==> src/rtl/core/tdq_pkg.sv <==
`timescale 1ns / 1ps
// ----------------------------------------------------------------------------
// tdq_pkg
// shared types, constants and the entry ordering function of the timer
// deadline queue
// ----------------------------------------------------------------------------
package tdq_pkg;

  localparam int TDQ_DEPTH       = 16;
  localparam int TDQ_MAX_RESULTS = 16;
  localparam int TDQ_NW          = $clog2(TDQ_MAX_RESULTS + 1);
  localparam int TIME_W          = 48;
  localparam int TASK_W          = 16;
  localparam int ORDER_W         = 32;
  localparam int TIMEOUT_W       = 32;
  localparam int KIND_W          = 2;

  typedef enum logic {
    OP_SCHED = 1'b0,
    OP_TICK  = 1'b1
  } op_t;

  typedef enum logic [KIND_W-1:0] {
    KIND_SCHED = 2'd0,
    KIND_FULL  = 2'd1,
    KIND_FIRED = 2'd2
  } kind_t;

  typedef enum logic [2:0] {
    ST_IDLE,
    ST_UP_RD,
    ST_UP_CMP,
    ST_TK_RD,
    ST_TK_CHK,
    ST_DN_RD,
    ST_DN_CMP,
    ST_TK_FIN
  } state_t;

  typedef struct packed {
    logic [TIME_W-1:0]  deadline;
    logic [ORDER_W-1:0] order;
    logic [TASK_W-1:0]  tid;
  } entry_t;

  typedef struct packed {
    logic              valid;
    kind_t             kind;
    logic [TASK_W-1:0] tid;
    logic              last;
  } emit_t;

  // earlier deadline first, then lower insertion number
  function automatic logic precedes(entry_t a, entry_t b);
    logic [TIME_W+ORDER_W-1:0] ka;
    logic [TIME_W+ORDER_W-1:0] kb;
    ka = {a.deadline, a.order};
    kb = {b.deadline, b.order};
    return ka < kb;
  endfunction

endpackage

==> src/rtl/core/tdq_heap_mem.sv <==
`timescale 1ns / 1ps
// ----------------------------------------------------------------------------
// tdq_heap_mem
// heap entry store: one write port, two registered read ports
// ----------------------------------------------------------------------------
module tdq_heap_mem
  import tdq_pkg::*;
#(
  parameter int DEPTH = TDQ_DEPTH,
  parameter int AW    = $clog2(DEPTH)
) (
  input  logic          clk,
  input  logic          we,
  input  logic [AW-1:0] waddr,
  input  entry_t        wdata,
  input  logic [AW-1:0] ra0,
  input  logic [AW-1:0] ra1,
  output entry_t        rd0,
  output entry_t        rd1
);

  entry_t mem [DEPTH];
  entry_t rd0_r;
  entry_t rd1_r;

  always_ff @(posedge clk) begin
    if (we) begin
      mem[waddr] <= wdata;
    end
  end

  always_ff @(posedge clk) begin
    rd0_r <= mem[ra0];
    rd1_r <= mem[ra1];
  end

  assign rd0 = rd0_r;
  assign rd1 = rd1_r;

endmodule

==> src/rtl/core/tdq_ctrl.sv <==
`timescale 1ns / 1ps
// ----------------------------------------------------------------------------
// tdq_ctrl
// time counter and heap sequencer: sift-up on schedule, pop and sift-down
// on tick
// ----------------------------------------------------------------------------
module tdq_ctrl
  import tdq_pkg::*;
#(
  parameter int DEPTH = TDQ_DEPTH,
  parameter int AW    = $clog2(DEPTH)
) (
  input  logic                 clk,
  input  logic                 rst_n,
  input  logic                 in_valid,
  input  op_t                  in_op,
  input  logic [TASK_W-1:0]    in_task,
  input  logic [TIMEOUT_W-1:0] in_timeout,
  output logic                 in_ready,
  input  logic                 out_free,
  output emit_t                emit,
  output logic                 mem_we,
  output logic [AW-1:0]        mem_waddr,
  output entry_t               mem_wdata,
  output logic [AW-1:0]        mem_ra0,
  output logic [AW-1:0]        mem_ra1,
  input  entry_t               mem_rd0,
  input  entry_t               mem_rd1
);

  localparam int CW = $clog2(DEPTH + 1);
  localparam int IW = AW + 1;

  state_t              state_r, state_nxt;
  logic [TIME_W-1:0]   now_r, now_nxt;
  logic [CW-1:0]       count_r, count_nxt;
  logic [ORDER_W-1:0]  ictr_r, ictr_nxt;
  logic [AW-1:0]       idx_r, idx_nxt;
  entry_t              key_r, key_nxt;
  logic [TDQ_NW-1:0]   n_r, n_nxt;
  logic                pend_r, pend_nxt;
  logic [TASK_W-1:0]   pend_task_r, pend_task_nxt;

  logic                acc;
  logic                full;
  logic [CW-1:0]       cnt_m1;
  logic [AW-1:0]       last_addr;
  logic [AW-1:0]       par_idx;
  logic [IW-1:0]       cnt_w;
  logic [IW-1:0]       c1;
  logic [IW-1:0]       c2;
  logic                has_kids;
  logic                c2_ok;
  logic                due;
  logic                sel_right;
  entry_t              sel;
  logic [AW-1:0]       sel_idx;
  logic                up_swap;
  logic                dn_swap;
  logic [TIME_W:0]     dl_sum;
  logic [TIME_W-1:0]   dl_sat;
  logic [TIME_W-1:0]   now_inc;
  logic                pend_stall;

  assign in_ready   = (state_r == ST_IDLE) && out_free;
  assign acc        = in_valid && in_ready;
  assign full       = (count_r == CW'(DEPTH));
  assign cnt_m1     = count_r - CW'(1);
  assign last_addr  = cnt_m1[AW-1:0];
  assign par_idx    = (idx_r - AW'(1)) >> 1;
  assign cnt_w      = IW'(count_r);
  assign c1         = (IW'(idx_r) << 1) | IW'(1);
  assign c2         = c1 + IW'(1);
  assign has_kids   = c1 < cnt_w;
  assign c2_ok      = c2 < cnt_w;
  assign due        = mem_rd0.deadline <= now_r;
  assign sel_right  = c2_ok && precedes(mem_rd1, mem_rd0);
  assign sel        = sel_right ? mem_rd1 : mem_rd0;
  assign sel_idx    = sel_right ? c2[AW-1:0] : c1[AW-1:0];
  assign up_swap    = precedes(key_r, mem_rd0);
  assign dn_swap    = precedes(sel, key_r);
  assign dl_sum     = {1'b0, now_r} + (TIME_W+1)'(in_timeout);
  assign dl_sat     = dl_sum[TIME_W] ? {TIME_W{1'b1}} : dl_sum[TIME_W-1:0];
  assign now_inc    = (now_r == {TIME_W{1'b1}}) ? now_r : now_r + TIME_W'(1);
  assign pend_stall = pend_r && !out_free;

  // next state
  always_comb begin
    state_nxt = state_r;
    unique case (state_r)
      ST_IDLE: begin
        if (acc) begin
          if (in_op == OP_TICK) begin
            state_nxt = ST_TK_RD;
          end else if (!full) begin
            state_nxt = ST_UP_RD;
          end
        end
      end
      ST_UP_RD: begin
        state_nxt = (idx_r == '0) ? ST_IDLE : ST_UP_CMP;
      end
      ST_UP_CMP: begin
        state_nxt = up_swap ? ST_UP_RD : ST_IDLE;
      end
      ST_TK_RD: begin
        if (count_r == '0 || n_r == TDQ_NW'(TDQ_MAX_RESULTS)) begin
          state_nxt = ST_TK_FIN;
        end else begin
          state_nxt = ST_TK_CHK;
        end
      end
      ST_TK_CHK: begin
        if (!due) begin
          state_nxt = ST_TK_FIN;
        end else if (pend_stall) begin
          state_nxt = ST_TK_CHK;
        end else if (count_r == CW'(1)) begin
          state_nxt = ST_TK_RD;
        end else begin
          state_nxt = ST_DN_RD;
        end
      end
      ST_DN_RD: begin
        state_nxt = has_kids ? ST_DN_CMP : ST_TK_RD;
      end
      ST_DN_CMP: begin
        state_nxt = dn_swap ? ST_DN_RD : ST_TK_RD;
      end
      ST_TK_FIN: begin
        state_nxt = pend_stall ? ST_TK_FIN : ST_IDLE;
      end
      default: begin
        state_nxt = ST_IDLE;
      end
    endcase
  end

  // datapath, memory ports and results
  always_comb begin
    now_nxt       = now_r;
    count_nxt     = count_r;
    ictr_nxt      = ictr_r;
    idx_nxt       = idx_r;
    key_nxt       = key_r;
    n_nxt         = n_r;
    pend_nxt      = pend_r;
    pend_task_nxt = pend_task_r;
    emit          = '0;
    emit.kind     = KIND_FIRED;
    mem_we        = 1'b0;
    mem_waddr     = idx_r;
    mem_wdata     = key_r;
    mem_ra0       = '0;
    mem_ra1       = last_addr;
    unique case (state_r)
      ST_IDLE: begin
        if (acc) begin
          if (in_op == OP_TICK) begin
            now_nxt  = now_inc;
            n_nxt    = '0;
            pend_nxt = 1'b0;
          end else begin
            emit.valid = 1'b1;
            emit.kind  = full ? KIND_FULL : KIND_SCHED;
            emit.tid   = in_task;
            emit.last  = 1'b1;
            if (!full) begin
              key_nxt.deadline = dl_sat;
              key_nxt.order    = ictr_r;
              key_nxt.tid      = in_task;
              idx_nxt          = count_r[AW-1:0];
              count_nxt        = count_r + CW'(1);
              ictr_nxt         = ictr_r + ORDER_W'(1);
            end
          end
        end
      end
      ST_UP_RD: begin
        mem_ra0 = par_idx;
        if (idx_r == '0) begin
          mem_we = 1'b1;
        end
      end
      ST_UP_CMP: begin
        mem_ra0 = par_idx;
        mem_we  = 1'b1;
        if (up_swap) begin
          mem_wdata = mem_rd0;
          idx_nxt   = par_idx;
        end
      end
      ST_TK_RD: begin
        mem_ra0 = '0;
      end
      ST_TK_CHK: begin
        mem_ra0 = '0;
        if (due && !pend_stall) begin
          if (pend_r) begin
            emit.valid = 1'b1;
            emit.tid   = pend_task_r;
          end
          pend_nxt      = 1'b1;
          pend_task_nxt = mem_rd0.tid;
          n_nxt         = n_r + TDQ_NW'(1);
          count_nxt     = cnt_m1;
          key_nxt       = mem_rd1;
          idx_nxt       = '0;
        end
      end
      ST_DN_RD: begin
        mem_ra0 = c1[AW-1:0];
        mem_ra1 = c2[AW-1:0];
        if (!has_kids) begin
          mem_we = 1'b1;
        end
      end
      ST_DN_CMP: begin
        mem_we = 1'b1;
        if (dn_swap) begin
          mem_wdata = sel;
          idx_nxt   = sel_idx;
        end
      end
      ST_TK_FIN: begin
        if (pend_r && out_free) begin
          emit.valid = 1'b1;
          emit.tid   = pend_task_r;
          emit.last  = 1'b1;
          pend_nxt   = 1'b0;
        end
      end
      default: begin
      end
    endcase
  end

  always_ff @(posedge clk) begin
    if (!rst_n) begin
      state_r <= ST_IDLE;
      now_r   <= '0;
      count_r <= '0;
      ictr_r  <= '0;
      n_r     <= '0;
      pend_r  <= 1'b0;
    end else begin
      state_r <= state_nxt;
      now_r   <= now_nxt;
      count_r <= count_nxt;
      ictr_r  <= ictr_nxt;
      n_r     <= n_nxt;
      pend_r  <= pend_nxt;
    end
  end

  always_ff @(posedge clk) begin
    idx_r       <= idx_nxt;
    key_r       <= key_nxt;
    pend_task_r <= pend_task_nxt;
  end

`ifndef SYNTHESIS
  a_count_bound: assert property (@(posedge clk) disable iff (!rst_n)
    count_r <= CW'(DEPTH))
    else $error("entry count above store depth");

  a_emit_free: assert property (@(posedge clk) disable iff (!rst_n)
    emit.valid |-> out_free)
    else $error("result issued while output register busy");

  a_idle_no_pend: assert property (@(posedge clk) disable iff (!rst_n)
    in_ready |-> !pend_r)
    else $error("request taken with a fired result still held");

  a_full_drop: assert property (@(posedge clk) disable iff (!rst_n)
    (acc && in_op == OP_SCHED && full) |=> $stable(count_r) && state_r == ST_IDLE)
    else $error("dropped schedule changed the store");

  a_fire_limit: assert property (@(posedge clk) disable iff (!rst_n)
    n_r <= TDQ_NW'(TDQ_MAX_RESULTS))
    else $error("too many timeouts fired on one tick");
`endif

endmodule

==> src/rtl/core/timer_deadline_queue.sv <==
`timescale 1ns / 1ps
// ----------------------------------------------------------------------------
// timer_deadline_queue
// millisecond time counter with a min-heap of pending task timeouts
// ----------------------------------------------------------------------------
// A schedule request (in_tuser = 0) stores deadline = now + timeout,
// saturated at the 48-bit top, and answers at once with one result: kind
// scheduled, or queue full when DEPTH entries are pending (the request is
// then dropped and the block stays idle). The entry is then sifted up a
// binary heap held in a synchronous memory, each level walked taking a
// parent read and a compare step, and the block takes no new request until
// the sift-up ends. A tick request (in_tuser = 1) bumps the time counter
// (saturating) and pops every entry whose deadline is at or before the new
// time, earliest deadline first and equal deadlines in insertion order, at
// most 16 per tick; the last result of the run carries out_tlast. Each pop
// reads and checks the root, then sifts the last entry down the heap, each
// level reading both children through the heap memory's two read ports and
// then comparing them. A tick ends with a closing step that issues the last
// held result, if any, and the block takes no new request until it ends;
// back-pressure on the result side can stall the pops and the closing step.
// One result is held in the output register while the sequencer goes on.
// The heap store has no reset and needs no clearing pass: only the first
// entry-count slots are ever used.
// ----------------------------------------------------------------------------
module timer_deadline_queue
  import tdq_pkg::*;
#(
  parameter int DEPTH = TDQ_DEPTH
) (
  input  logic        clk,
  input  logic        rst_n,
  // request channel
  input  logic        in_tvalid,
  output logic        in_tready,
  input  logic [47:0] in_tdata,   // [15:0] task_id, [47:16] timeout
  input  logic        in_tuser,   // [0] op: 0 schedule, 1 tick
  // result channel
  output logic        out_tvalid,
  input  logic        out_tready,
  output logic [15:0] out_tdata,  // [15:0] task_id
  output logic [1:0]  out_tuser,  // [1:0] kind
  output logic        out_tlast   // last result of the request
);

  localparam int AW = $clog2(DEPTH);

  // sequencer to output stage
  emit_t              emit;
  logic               out_free;

  // heap memory ports
  logic               mem_we;
  logic [AW-1:0]      mem_waddr;
  entry_t             mem_wdata;
  logic [AW-1:0]      mem_ra0;
  logic [AW-1:0]      mem_ra1;
  entry_t             mem_rd0;
  entry_t             mem_rd1;

  // output register
  logic               out_valid_r, out_valid_nxt;
  logic [TASK_W-1:0]  out_task_r;
  kind_t              out_kind_r;
  logic               out_last_r;

  // output register is free when empty or being drained this cycle
  assign out_free = !out_valid_r || out_tready;

  tdq_ctrl #(
    .DEPTH (DEPTH),
    .AW    (AW)
  ) u_ctrl (
    .clk        (clk),
    .rst_n      (rst_n),
    .in_valid   (in_tvalid),
    .in_op      (op_t'(in_tuser)),
    .in_task    (in_tdata[15:0]),
    .in_timeout (in_tdata[47:16]),
    .in_ready   (in_tready),
    .out_free   (out_free),
    .emit       (emit),
    .mem_we     (mem_we),
    .mem_waddr  (mem_waddr),
    .mem_wdata  (mem_wdata),
    .mem_ra0    (mem_ra0),
    .mem_ra1    (mem_ra1),
    .mem_rd0    (mem_rd0),
    .mem_rd1    (mem_rd1)
  );

  tdq_heap_mem #(
    .DEPTH (DEPTH),
    .AW    (AW)
  ) u_heap_mem (
    .clk   (clk),
    .we    (mem_we),
    .waddr (mem_waddr),
    .wdata (mem_wdata),
    .ra0   (mem_ra0),
    .ra1   (mem_ra1),
    .rd0   (mem_rd0),
    .rd1   (mem_rd1)
  );

  // load on a new result, clear once taken
  always_comb begin
    out_valid_nxt = out_valid_r;
    if (emit.valid) begin
      out_valid_nxt = 1'b1;
    end else if (out_tready) begin
      out_valid_nxt = 1'b0;
    end
  end

  always_ff @(posedge clk) begin
    if (!rst_n) begin
      out_valid_r <= 1'b0;
    end else begin
      out_valid_r <= out_valid_nxt;
    end
  end

  // payload needs no reset
  always_ff @(posedge clk) begin
    if (emit.valid) begin
      out_task_r <= emit.tid;
      out_kind_r <= emit.kind;
      out_last_r <= emit.last;
    end
  end

  assign out_tvalid = out_valid_r;
  assign out_tdata  = out_task_r;
  assign out_tuser  = out_kind_r;
  assign out_tlast  = out_last_r;

endmodule
==> config.mk <==
export PLATFORM = sky130hd
export DESIGN_NAME = timer_deadline_queue
export DESIGN_NICKNAME = d
export VERILOG_FILES = /design/src/rtl/core/tdq_pkg.sv /design/src/rtl/core/tdq_heap_mem.sv /design/src/rtl/core/tdq_ctrl.sv /design/src/rtl/core/timer_deadline_queue.sv
export SDC_FILE = /design/constraint.sdc
export NUM_CORES = 2
export LEC_CHECK = 0
export ABC_AREA = 1
export BUFFER_PORTS_ARGS = -buffer_cell sky130_fd_sc_hd__buf_2
export CORE_MARGIN = 4
export CORE_UTILIZATION = 60
export CTS_BUF_LIST = sky130_fd_sc_hd__clkbuf_8
export DETAILED_ROUTE_END_ITERATION = 8
export HOLD_SLACK_MARGIN = 0.02
export PLACE_DENSITY = 0.81
export SLEW_MARGIN = 30
export SYNTH_ARGS = -nofsm -noshare
export SYNTH_HDL_FRONTEND = slang
export SYNTH_SLANG_ARGS = --single-unit
==> constraint.sdc <==
create_clock -name clk -period 8.4 [get_ports clk]
set_input_delay 1.68 -clock clk [delete_from_list [all_inputs] [get_ports clk]]
set_output_delay 1.68 -clock clk [all_outputs]
set_load 0.01 [all_outputs]
==> impl_metrics.env <==
export IMPL_status="completed"
export IMPL_gp_congestion=1.012
export IMPL_multi_input_area_um2=38570
export IMPL_cts_root_buf="clkbuf_8"
export IMPL_end_kind="flop"
export IMPL_yosys_top_cells_area="edfxtp_1 49%, nand3_1 7.0%, nand2_1 6.6%, o211ai_1 6.0%, dfxtp_1 5.6%"
export IMPL_fin_nets=11170
export IMPL_crit_fanout=68
export IMPL_drcViolationCount=0
export IMPL_tns_ns=0
export IMPL_vdd_ir_drop_worst_mv=0.5869
export IMPL_hold_depth=0
export IMPL_crit_path_top_delay_cell="nand2_2"
export IMPL_vias_per_cell=6.627
export IMPL_syn_inst=11010
export IMPL_die_area_um2=176500
export IMPL_relSlewSlack_pct=25.52
export IMPL_cp_common_cell="nand2_1"
export IMPL_slowest_delay_ns=0.60
export IMPL_cp_num_cells=27
export IMPL_grt_setup_unrepaired="no"
export IMPL_layout_area_seq_um2=55920
export IMPL_cp_required_ns=9.01
export IMPL_grt_use_total_pct=35.61
export IMPL_hold_viol=0
export IMPL_syn_avg_cell_area_um2=9.257
export IMPL_finalCriticalPeriod_ns=7.359
export IMPL_synth_async_reset_ratio_pct=0
export IMPL_path_delay_family="simple AND/OR/NAND/NOR gates"
export IMPL_htreeDepth=5
export IMPL_routed_wl_um=326500
export IMPL_grt_max_degree=265
export IMPL_clk_latency_ns=1.08
export IMPL_yosys_most_used_dff="edfxtp_1"
export IMPL_cts_tree="built"
export IMPL_io_pins=74
export IMPL_yosys_area_top_type="edfxtp_1"
export IMPL_clk_pin_slew_worst_paths_ns=0.07
export IMPL_hold_buffers=0
export IMPL_fp_row_count=151
export IMPL_powerDensity_nw_per_um2=431.8
export IMPL_vias=87820
export IMPL_cts_setup_buffers=0
export IMPL_avgRoutedWirePerCell_um=24.64
export IMPL_grt_pass1_wl_um=478300
export IMPL_power_frac_clock_pct=17.0
export IMPL_synth_most_common_cell="nand2_1"
export IMPL_clock_path_buffers=4
export IMPL_synthDistinctLibCells=63
export IMPL_gr_total_overflow=0
export IMPL_antenna_found_initial=15
export IMPL_drt_pass1_iterations=9
export IMPL_worstPathArrival_ns=7.97
export IMPL_grt_pass1_vias=81500
export IMPL_die_w_um=420.2
export IMPL_yosysWarningCount=0
export IMPL_dr_first_iter_drc_count=14570
export IMPL_cap_violations=0
export IMPL_maxSlewViolCount=0
export IMPL_finalCritPeriodShare_pct=87.60
export IMPL_core_area_um2=169100
export IMPL_fin_hold_ws_ns=0.4873
export IMPL_synth_top_area_share_pct=49.23
export IMPL_ys_seq_area_share_pct=54.86
export IMPL_seq_power_share_pct=30.6
export IMPL_finalClockSkew_ns=0.1215
export IMPL_start_kind="flop"
export IMPL_critPathBufInv=5
export IMPL_hold_path_class="flop to flop"
export IMPL_dpl_hpwl_um=181200
export IMPL_die_h_um=420.2
export IMPL_initial_core_util_pct=60.28
export IMPL_critPathKind="flop to flop"
export IMPL_fillers=12760
export IMPL_port_buffers=73
export IMPL_worst_slew_pin_slew_ns=1.117
export IMPL_area_growth_pct=7.807
export IMPL_setup_viol=0
export IMPL_synth_area_um2=101900
export IMPL_syn_nets=11400
export IMPL_drive_gt1_share_pct=6.486
export IMPL_synth_seq_cells=1958
export IMPL_p_comb_share_pct=52.5
export IMPL_numCtsBuffers=327
export IMPL_ys_top_cells_by_count="1785 x nand2_1, 1671 x edfxtp_1, 1429 x nand3_1"
export IMPL_drtAntennaViolNets=0
export IMPL_cellLeakagePower_nw=41.64
export IMPL_power_switching_w=0.02287
export IMPL_cts_resized=0
export IMPL_fmax_ghz=0.1359
export IMPL_synth_edf_count=1671
export IMPL_r2r_worst_path_cells=27
export IMPL_intPower_w=0.02458
export IMPL_swShare_pct=48.20
export IMPL_clock_sinks=1958
cell families (layout without fill, tap and decap cells):
| group | after synthesis | count (layout) | share of synthesized area [%] |
|---|---|---|---|
| simple gates | 3685 | 3685 | 15.95 |
| fa+ha+maj | 338 | 338 | 4.156 |
| compound gates | 2982 | 2982 | 16.95 |
| other cells | 0 | 10 | 0 |
| xor+xnor | 61 | 61 | 0.5241 |
| buf+inv | 1987 | 2000 | 7.562 |
| flops | 1958 | 1958 | 54.86 |
flip-flops by register name (all words and copies together) (netlist names), 2 cells and up:
register and flops:
out_tdata 16, out_tuser 2, u_ctrl.cnt_w 5, u_ctrl.ictr_r 32, u_ctrl.key_r 96, u_ctrl.mem_waddr 4, u_ctrl.n_r 5, u_ctrl.now_r 48
u_ctrl.pend_task_r 16, u_ctrl.state_r 3, u_heap_mem.mem 1536, u_heap_mem.rd0 96, u_heap_mem.rd1 96
worst paths after layout:
| path | from | end | slack [ns] |
|---|---|---|---|
| min reg2reg | u_heap_mem.rd0[9]$_DFF_P_ | u_ctrl.pend_task_r[9]$_DFFE_PP_ | 0.49 |
| min | u_heap_mem.rd0[9]$_DFF_P_ | u_ctrl.pend_task_r[9]$_DFFE_PP_ | 0.49 |
| max reg2reg | u_ctrl.mem_waddr[1]$_DFFE_PP_ | u_heap_mem.mem[15][18]$_DFFE_PP_ | 1.04 |
| max | u_ctrl.mem_waddr[1]$_DFFE_PP_ | u_heap_mem.mem[15][18]$_DFFE_PP_ | 1.04 |
routing by layer:
metal	vias to the layer above	wire length, µm	GRT usage, %
li1	38690	-	-
met1	40970	117700	47.16
met2	6725	142000	53.74
met3	1425	46080	8.776
met4	16	20540	20.47
met5	-	106	0
through the flow:
stage	utilization, %	total power (W)	setup WS (ns)	cell area, µm²	instances
2_1_floorplan	-	0.03041	2.355	101900	11010
5_1_grt	64.98	0.04994	0.7535	109900	13240
4_1_cts	64.88	0.04642	1.349	109700	13240
3_3_place_gp	61.21	0.03759	0.4022	103500	12660
3_5_place_dp	61.27	0.03837	1.344	103600	12660
6_report	64.99	0.04745	1.041	109900	13250
layout make-up:
class | instances | area share (%)
multi-input combinational | 7066 | 35.10
timing repair buffer | 190 | 1.641
inverter | 1238 | 4.279
clock inverter | 215 | 1.071
tap | 2218 | 2.525
clock buffer | 357 | 4.471
antenna | 10 | 0.02277
sequential | 1958 | 50.89
cells in the final DEF, fill, tap and decap left out, types with 74 or more instances in the layout:
master / count
ha_1: 337
clkbuf_8: 357
o21ai_0: 1020
o211ai_1: 817
a21oi_1: 1036
dfxtp_1: 287
buf_2: 74
nor2_1: 234
edfxtp_1: 1671
inv_1: 1305
nand2_1: 1782
nand3_1: 1428
power by group through the flow:
| stage | logic, W | clock network [W] | registers (W) |
|---|---|---|---|
| 2_1_floorplan | 0.0160 | 0 | 0.0144 |
| 5_1_grt | 0.0268 | 0.00857 | 0.0146 |
| 4_1_cts | 0.0239 | 0.00808 | 0.0145 |
| 6_report | 0.0249 | 0.00805 | 0.0145 |
| 3_5_place_dp | 0.0237 | 0 | 0.0146 |
| 3_3_place_gp | 0.0230 | 0 | 0.0146 |
Power figures use the tool's default switching activity.
